File: src/rtl/core/set_assoc_lru_cache_tags_macros.svh
// ----------------------------------------------------------------------------
// Assertion macros for the cache tag store
// Concurrent checks on the core clock; they compile away when SYNTH is defined.
// ----------------------------------------------------------------------------
`ifndef SET_ASSOC_LRU_CACHE_TAGS_MACROS_SVH
`define SET_ASSOC_LRU_CACHE_TAGS_MACROS_SVH

`ifndef SYNTH
// property must hold at every clock edge outside reset
`define SLC_ASSERT(lbl, clk, rstn, prop) \
    lbl: assert property (@(posedge clk) disable iff (!rstn) prop) \
        else $error("slc: assertion failed");
// expression must never be true outside reset
`define SLC_NEVER(lbl, clk, rstn, expr) \
    lbl: assert property (@(posedge clk) disable iff (!rstn) !(expr)) \
        else $error("slc: forbidden condition seen");
`else
`define SLC_ASSERT(lbl, clk, rstn, prop)
`define SLC_NEVER(lbl, clk, rstn, expr)
`endif

`endif

File: src/rtl/core/slc_pkg.sv
// ----------------------------------------------------------------------------
// slc_pkg
// Types and constants shared by the cache tag store modules.
// ----------------------------------------------------------------------------
`default_nettype none

package slc_pkg;

    localparam int MAX_SETS   = 1024;
    localparam int MAX_WAYS   = 8;
    localparam int SET_W      = $clog2(MAX_SETS);
    localparam int WAY_W      = $clog2(MAX_WAYS);
    localparam int SLOT_W     = SET_W + WAY_W;
    localparam int ADDR_W     = 64;
    localparam int TAG_W      = 64;
    localparam int STAMP_W    = 64;
    localparam int CNT_W      = 32;
    localparam int CFG_W      = 4;
    localparam int CFG_IDX_W  = 2;
    localparam int IN_DATA_W  = 64;
    localparam int OUT_DATA_W = 72;

    // largest index bit count with 2^b <= MAX_SETS
    localparam logic [CFG_W-1:0] IDX_BITS_LIM = CFG_W'(SET_W);
    localparam logic [CFG_W-1:0] WAYS_MAX     = CFG_W'(MAX_WAYS);

    localparam logic [CFG_W-1:0] RST_OFFSET_BITS = 4'd6;
    localparam logic [CFG_W-1:0] RST_INDEX_BITS  = 4'd6;
    localparam logic [CFG_W-1:0] RST_WAYS        = 4'd4;

    localparam logic [CFG_IDX_W-1:0] REG_OFFSET_BITS = 2'd0;
    localparam logic [CFG_IDX_W-1:0] REG_INDEX_BITS  = 2'd1;
    localparam logic [CFG_IDX_W-1:0] REG_WAYS_IN_USE = 2'd2;

    typedef enum logic [5:0] {
        S_CLEAR  = 6'b000001,
        S_IDLE   = 6'b000010,
        S_ISSUE  = 6'b000100,
        S_SCAN   = 6'b001000,
        S_UPDATE = 6'b010000,
        S_OUT    = 6'b100000
    } slc_state_t;

    // running outcome of the way scan, including the way being compared
    typedef struct packed {
        logic             hit;
        logic             have_empty;
        logic [WAY_W-1:0] empty_way;
        logic [WAY_W-1:0] lru_way;
    } slc_scan_t;

    // tag/stamp array write
    typedef struct packed {
        logic              we;
        logic [SLOT_W-1:0] addr;
        logic [TAG_W-1:0]  tag;
        logic [STAMP_W-1:0] stamp;
    } slc_line_wr_t;

    // valid row write
    typedef struct packed {
        logic                we;
        logic [SET_W-1:0]    row;
        logic [MAX_WAYS-1:0] bits;
    } slc_vrow_wr_t;

endpackage

`default_nettype wire

File: src/rtl/core/slc_way_cmp.sv
// ----------------------------------------------------------------------------
// slc_way_cmp
// Shared per-way compare unit: tag match, oldest-stamp and first-empty tracking.
// ----------------------------------------------------------------------------
`default_nettype none

module slc_way_cmp (
    input  wire logic                        aclk,
    input  wire logic                        clr,
    input  wire logic                        step,
    input  wire logic [slc_pkg::WAY_W-1:0]   way,
    input  wire logic                        line_valid,
    input  wire logic [slc_pkg::TAG_W-1:0]   line_tag,
    input  wire logic [slc_pkg::STAMP_W-1:0] line_stamp,
    input  wire logic [slc_pkg::TAG_W-1:0]   key_tag,
    output slc_pkg::slc_scan_t               scan
);
    import slc_pkg::*;

    logic               have_empty_reg, have_empty_next;
    logic [WAY_W-1:0]   empty_way_reg, empty_way_next;
    logic [WAY_W-1:0]   lru_way_reg, lru_way_next;
    logic [STAMP_W-1:0] oldest_reg, oldest_next;
    logic               tag_eq;
    logic               older;

    assign tag_eq = (line_tag == key_tag);
    assign older  = (line_stamp < oldest_reg);

    always_comb begin
        have_empty_next = have_empty_reg;
        empty_way_next  = empty_way_reg;
        lru_way_next    = lru_way_reg;
        oldest_next     = oldest_reg;
        if (step) begin
            if (line_valid) begin
                if (!tag_eq && older) begin
                    oldest_next  = line_stamp;
                    lru_way_next = way;
                end
            end else if (!have_empty_reg) begin
                have_empty_next = 1'b1;
                empty_way_next  = way;
            end
        end
    end

    assign scan.hit        = step && line_valid && tag_eq;
    assign scan.have_empty = have_empty_next;
    assign scan.empty_way  = empty_way_next;
    assign scan.lru_way    = lru_way_next;

    // search starts from all ones, so way 0 wins when every stamp is all ones
    always_ff @(posedge aclk) begin
        if (clr) begin
            have_empty_reg <= 1'b0;
            empty_way_reg  <= '0;
            lru_way_reg    <= '0;
            oldest_reg     <= '1;
        end else begin
            have_empty_reg <= have_empty_next;
            empty_way_reg  <= empty_way_next;
            lru_way_reg    <= lru_way_next;
            oldest_reg     <= oldest_next;
        end
    end

endmodule

`default_nettype wire

File: config.mk
export PLATFORM = sky130hd
export DESIGN_NAME = slc_way_cmp
export DESIGN_NICKNAME = d
export VERILOG_FILES = /design/src/rtl/core/set_assoc_lru_cache_tags_macros.svh /design/src/rtl/core/slc_pkg.sv /design/src/rtl/core/slc_way_cmp.sv
export SDC_FILE = /design/constraint.sdc
export NUM_CORES = 1
export LEC_CHECK = 0
export BUFFER_PORTS_ARGS = -buffer_cell sky130_fd_sc_hd__buf_2
export CELL_PAD_IN_SITES_DETAIL_PLACEMENT = 1
export CELL_PAD_IN_SITES_GLOBAL_PLACEMENT = 1
export CORE_MARGIN = 1.5
export CORE_UTILIZATION = 38
export DETAILED_ROUTE_END_ITERATION = 12
export HOLD_SLACK_MARGIN = 0.06
export PLACE_DENSITY = 0.93
export SETUP_SLACK_MARGIN = 0.4
export SYNTH_ARGS = -nofsm -noshare
export SYNTH_HDL_FRONTEND = slang
export SYNTH_SLANG_ARGS = --single-unit
File: constraint.sdc
create_clock -name aclk -period 5.1 [get_ports aclk]
set_input_delay 0 -clock aclk [delete_from_list [all_inputs] [get_ports aclk]]
set_output_delay 0 -clock aclk [all_outputs]
set_load 0.02 [all_outputs]
==> results.py, run 1 <==
metrics = {
    "sta": {
        "relSlewSlack": 0.368,
        "tns_ps": 0,
        "rsz0062_at_grt": "no",
        "max_slew.worst_pin.slew_ps": 947,
        "fin_skew_ps": 7.54,
        "timing.final.ws_setup_ps": 850,
        "period_share": 0.833,
        "fmax_mhz": 235,
        "min_period_ps": 4250,
        "slew_violations": 0,
        "hold_viol_final": 0,
        "setup_viol": 0,
    },
    "detailed_routing": {
        "wl_met3_um": 640,
        "drt_pass1_iterations": 4,
        "dr_wl_met2_um": 9540,
        "wl_met1_um": 7900,
        "routed_via_density": 4.89,
        "routed_wl_um": 18300,
        "routed.top_layer": "met4",
        "post-route-drc-count": 0,
        "final_antenna_net_count": 0,
        "wl_per_cell_um": 17.2,
        "vias": 5218,
        "initialDrtViolationCount": 165,
    },
    "die": {
        "die_x_um": 119,
        "die_h_um": 119,
        "io_pins": 207,
        "rows": 42,
        "start_util": 0.388,
        "core-area_um2": 13200,
        "die-area_um2": 14200,
    },
    "placement": {
        "hpwl_um": 13000,
        "postPlaceCellArea_um2": 6310,
        "io_buffers": 206,
        "gp_congestion": 0.926,
        "pre_cts_ws_ps": 1190,
    },
    "global_routing": {
        "grt_max_degree": 80,
        "antenna_found_initial": 0,
        "grt-ovfl-total": 0,
        "grt_pass1_wl_um": 29100,
        "grt_pass1_vias": 5870,
        "grtUsageTotal": 0.261,
    },
    "cells_and_area": {
        "stdcell_area_um2": 7280,
        "final_layout_size_suffix_gt1_frac": 0.265,
        "num_antenna_cells": 0,
        "n_fill_cell": 1662,
        "largest_reg_flops": 64,
        "nets": 1147,
        "area_growth_pct": 41.6,
        "layout_commonest_cell": "buf_2",
        "layout_common_cells": "buf_2, nor2_1, dfxtp_1, mux2i_1, dlygate4sd3_1",
    },
    "min_path": {
        "worstHoldPathCells": 4,
        "min_to": "have_empty_reg",
        "holdCritStartpoint": "step",
        "hold_class": "primary input to register",
    },
    "clock_network": {
        "insertion_delay_ps": 340,
        "clk_path_buf_depth": 2,
        "cts_hold_buffers": 67,
        "cts_tree": "done",
        "path_clk_slew_ps": 60,
        "cts.sinks": 71,
        "post_cts_buffers": 0,
        "post_cts_resized": 0,
        "htree_levels": 3,
        "numCtsBuffers": 9,
        "root_buffer": "clkbuf_16",
    },
    "flow_run": {
        "maxCapViolations": 0,
    },
    "critical_path": {
        "crit_start": "oldest_reg[39]",
        "cp-start-kind": "register",
        "path_class": "register to output port",
        "crit_fanout": 45,
        "reg2reg_depth": 10,
        "ff2ff_setup_slack_ps": 1270,
        "worstPathRequired_ps": 5100,
        "r2r_end": "oldest_reg[4]",
        "r2r_start": "oldest_reg[39]",
        "worstPathArrival_ps": 4250,
        "worst_setup_path_end_kind": "output port",
    },
    "synthesis": {
        "ys_seq_area_frac": 0.277,
        "synth_warnings": 0,
        "synth_cell_types": 33,
        "netlist_instances": 622,
        "synth_nets": 884,
        "yosysTopAreaCell": "dfxtp_1",
        "synthTopCellsByArea": "dfxtp_1, ha_1, mux2i_1, xnor2_1, nor2_1",
        "avgSynthCellArea_um2": 8.26,
        "syn_area_um2": 5140,
        "yosys_register_bits": 71,
        "synth_top_area_share": 0.277,
    },
    "power": {
        "powerDensity_nw_per_um2": 229,
        "p_leak_nw": 3.81,
        "peakVddDrop_mv": 0.162,
        "total_power_mw": 1.67,
    },
    "outcome": {
        "status": "completed",
    },
}
==> synthesized netlist by cell type <==
library cell and n:
and4b_1 1, o21a_1 3, nand3_1 6, buf_6 1, nand2b_1 8, and4_1 1, nand4_1 27, xnor2_1 64
mux2i_1 67, or4_4 2, nor3_1 3, a2111oi_0 1, buf_4 1, buf_2 7, a211oi_1 5, ha_1 63
inv_1 65, clkbuf_1 15, mux2_2 3, o22ai_1 2, mux2_4 3, nor4_2 1, nor4_1 6, a21o_1 6
dfxtp_1 71, a21oi_1 22, o221a_2 1, nor2b_1 5, nand2_1 13, o21ai_0 12, o211ai_1 1, nor2_1 135
a31oi_1 1
==> per-layer routing <==
metal	global-route usage	vias to the layer above
met5	0	-
met2	0.487	117
met4	0.0625	0
li1	-	2608
met1	0.304	2471
met3	0.0508	22
==> per-stage QoR <==
| stage | util | instances | hold WS (ps) |
|---|---|---|---|
| 3_5_place_dp | 0.476 | 983 | 291 |
| 4_1_cts | 0.550 | 1066 | 92.3 |
| 6_report | 0.550 | 1066 | 157 |
| 5_1_grt | 0.550 | 1066 | 223 |
| 2_1_floorplan | - | 622 | 147 |
| 3_3_place_gp | 0.476 | 983 | 279 |
==> cell families (layout without fill, tap and decap cells) <==
logic type	Yosys count	count (layout)	synth area share
buffers and inverters	89	357	0.0689
AOI/OAI and AO/OA	54	54	0.0626
and+or+nand+nor	208	208	0.183
DFF	71	71	0.277
adders and majority gates	63	63	0.153
xor gates and xnor gates	64	64	0.109
muxes	73	73	0.146
==> cell type report <==
type,count,area (um2),share of cell area
well taps,176,220,0.0303
inverters,65,244,0.0335
clock buffers,10,239,0.0328
multi-input cells,462,3370,0.463
flip-flops and latches,71,1420,0.195
clock inverters,6,60.1,0.00825
repair buffers,276,1730,0.237
==> worst max-delay path, stage by stage (launching register included) <==
cell and delay (ps):
dfxtp_1 330, inv_1 50, ha_1 310, a211oi_1 260
o21ai_0 150, o221a_2 290, a2111oi_0 490, a31oi_1 150
and4b_4 1010, buf_4 380, mux2_4 320, buf_2 160
==> power breakdown <==
part	switching [mW]	total (mW)	internal [mW]
Combinational	0.205	0.420	0.214
Sequential	0.0169	0.604	0.587
Clock	0.253	0.643	0.389
Total	0.476	1.67	1.19
==> worst max-delay path by stage <==
stage | depth (start not counted) | slack (ps) | end
floorplan | 11 | 2130 | scan[0]
global placement | 11 | 1450 | scan[1]
detailed placement | 11 | 1190 | scan[1]
CTS | 11 | 810 | scan[1]
global route | 11 | 610 | scan[1]
finish | 11 | 850 | scan[1]
(Power assumes the default switching activity.)
==> run 2: changes to the inputs <==
- CORE_UTILIZATION: 38 -> 35
- PLACE_DENSITY: 0.93 -> 0.87
- clock period: 5.1 -> 4.45 ns (I/O delays scaled with it)
==> run 2 against run 1 <==
  * Clock skew decreased by 2.2 ps
  * Sequential power increased by 14%
  * Die area increased by 8.4%
  * Cell count increased by 0.75%
  * First-iteration DRC count increased by 17%
==> results.py, run 2 (same netlist as run 1, synthesis figures left out) <==
metrics = {
    "detailed_routing": {
        "wl_per_cell_um": 16.2,
        "routed_wl_um": 17400,
        "routed_via_density": 4.83,
        "post-route-drc-count": 0,
        "final_antenna_net_count": 0,
        "drt_pass1_iterations": 4,
        "initialDrtViolationCount": 193,
        "vias": 5186,
    },
    "clock_network": {
        "insertion_delay_ps": 340,
        "path_clk_slew_ps": 60,
        "htree_levels": 3,
        "cts_tree": "done",
        "numCtsBuffers": 9,
        "cts.sinks": 71,
        "post_cts_buffers": 0,
        "clk_path_buf_depth": 2,
        "root_buffer": "clkbuf_16",
    },
    "cells_and_area": {
        "nets": 1147,
        "layout_common_cells": "buf_2, nor2_1, dfxtp_1, mux2i_1, dlygate4sd3_1",
        "stdcell_count": 1074,
        "final_layout_size_suffix_gt1_frac": 0.263,
        "num_antenna_cells": 0,
        "largest_reg_flops": 64,
        "area_growth_pct": 42.4,
        "postLayoutCoreUtil": 0.507,
        "layout_commonest_cell": "buf_2",
        "stdcell_area_um2": 7320,
    },
    "outcome": {
        "status": "completed",
    },
    "sta": {
        "rsz0062_at_grt": "no",
        "max_slew.worst_pin.slew_ps": 859,
        "tns_ps": 0,
        "hold_slack_ps": 112,
        "setup_viol": 0,
        "relSlewSlack": 0.427,
        "fmax_mhz": 270,
        "slew_violations": 0,
        "period_share": 0.833,
        "hold_viol_final": 0,
        "timing.final.ws_setup_ps": 741,
        "fin_skew_ps": 5.38,
        "min_period_ps": 3710,
    },
    "power": {
        "p_leak_nw": 3.82,
        "p_int_mw": 1.44,
        "total_power_mw": 1.96,
        "powerDensity_nw_per_um2": 268,
        "sequentialPowerShare": 0.352,
        "p_comb_frac": 0.241,
        "peakVddDrop_mv": 0.202,
        "p_switching_uw": 523,
        "clock_power_share": 0.407,
        "sw_frac_of_total": 0.267,
    },
    "global_routing": {
        "grt_max_degree": 71,
        "antenna_found_initial": 0,
        "grtUsageTotal": 0.232,
        "grt_pass1_vias": 5604,
        "grt-ovfl-total": 0,
        "grt_pass1_wl_um": 27300,
    },
    "critical_path": {
        "crit_family": "simple AND/OR/NAND/NOR gates",
        "crit_top_cell": "or4_4",
        "path_class": "register to output port",
        "cp_cell_sequence": "inv_1 -> ha_1 -> nand4_1 -> or4_4 -> or4_4 -> nor4_2 -> a21oi_1 -> and4b_4 -> mux2_4 -> buf_2",
        "worst_setup_path_end_kind": "output port",
        "worstPathArrival_ps": 3710,
        "path_buf_inv": 2,
        "cp-start-kind": "register",
        "cpPeakStageDelay_ps": 560,
        "worstPathRequired_ps": 4450,
        "crit_path_top_delay_cell": "or4_4",
        "crit_fanout": 25,
    },
    "placement": {
        "placed_cells": 990,
        "io_buffers": 206,
        "gp_congestion": 0.905,
        "hpwl_um": 12800,
        "postPlaceCellArea_um2": 6310,
        "pre_cts_ws_ps": 698,
    },
    "die": {
        "die-area_um2": 15400,
        "io_pins": 207,
        "core-area_um2": 14400,
        "die_x_um": 124,
        "rows": 44,
        "die_h_um": 124,
        "start_util": 0.356,
    },
    "min_path": {
        "hold_class": "primary input to register",
    },
    "flow_run": {
        "maxCapViolations": 0,
    },
}
-- run 2: changes by cell type in the layout (fill, tap and decap cells not counted), sizes merged --
cell / delta
clkinvlp: -2
clkinv: -2
bufinv: +1
and4b: +1
clkbuf: +3
buf: -1
-- run 2: worst paths after layout --
check	slack, ps	end	start	depth (start not counted)
setup reg to reg	970	oldest_reg[44]	oldest_reg[43]	10
hold reg to reg	480	lru_way_reg[2]	lru_way_reg[2]	2
hold / removal	110	have_empty_reg	step	4
setup / recovery	740	scan[1]	oldest_reg[43]	10
-- run 2: area by class of cell --
class / count / area, um2
repair buffers: 275 / 1720
inverters: 65 / 244
well taps: 184 / 230
multi-input cells: 463 / 3380
fillers: 1755 / 7110
flip-flops and latches: 71 / 1420
clock buffers: 13 / 260
clock inverters: 3 / 65.1
-- run 2: repair_timing --
item | in CTS | in global routing
endpoints found under the hold margin | 67 | 0
hold buffers | 67 | 0
setup endpoints to repair | 0 | 25
gates resized for setup | 0 | 0
-- run 2: tightest hold or removal path: stages --
cell,delay (ps)
buf_2,90
nand2b_1,80
nand2b_1,110
nor2b_1,130
-- run 2: power groups by stage --
stage                     Sequential (mW)  Clock (mW)  Combinational [mW]
after floorplan                     0.699           0               0.247
after global placement              0.702           0               0.401
after detailed placement            0.704           0               0.417
after CTS                           0.691       0.820               0.469
after global routing                0.695       0.850               0.526
final                               0.691       0.798               0.472
-- run 2: metal layers --
| layer | part of all wire | track usage |
|---|---|---|
| met4 | 0.023 | 0.0788 |
| met3 | 0.042 | 0.0508 |
| met1 | 0.44 | 0.278 |
| met2 | 0.50 | 0.409 |
| met5 | 0 | 0 |
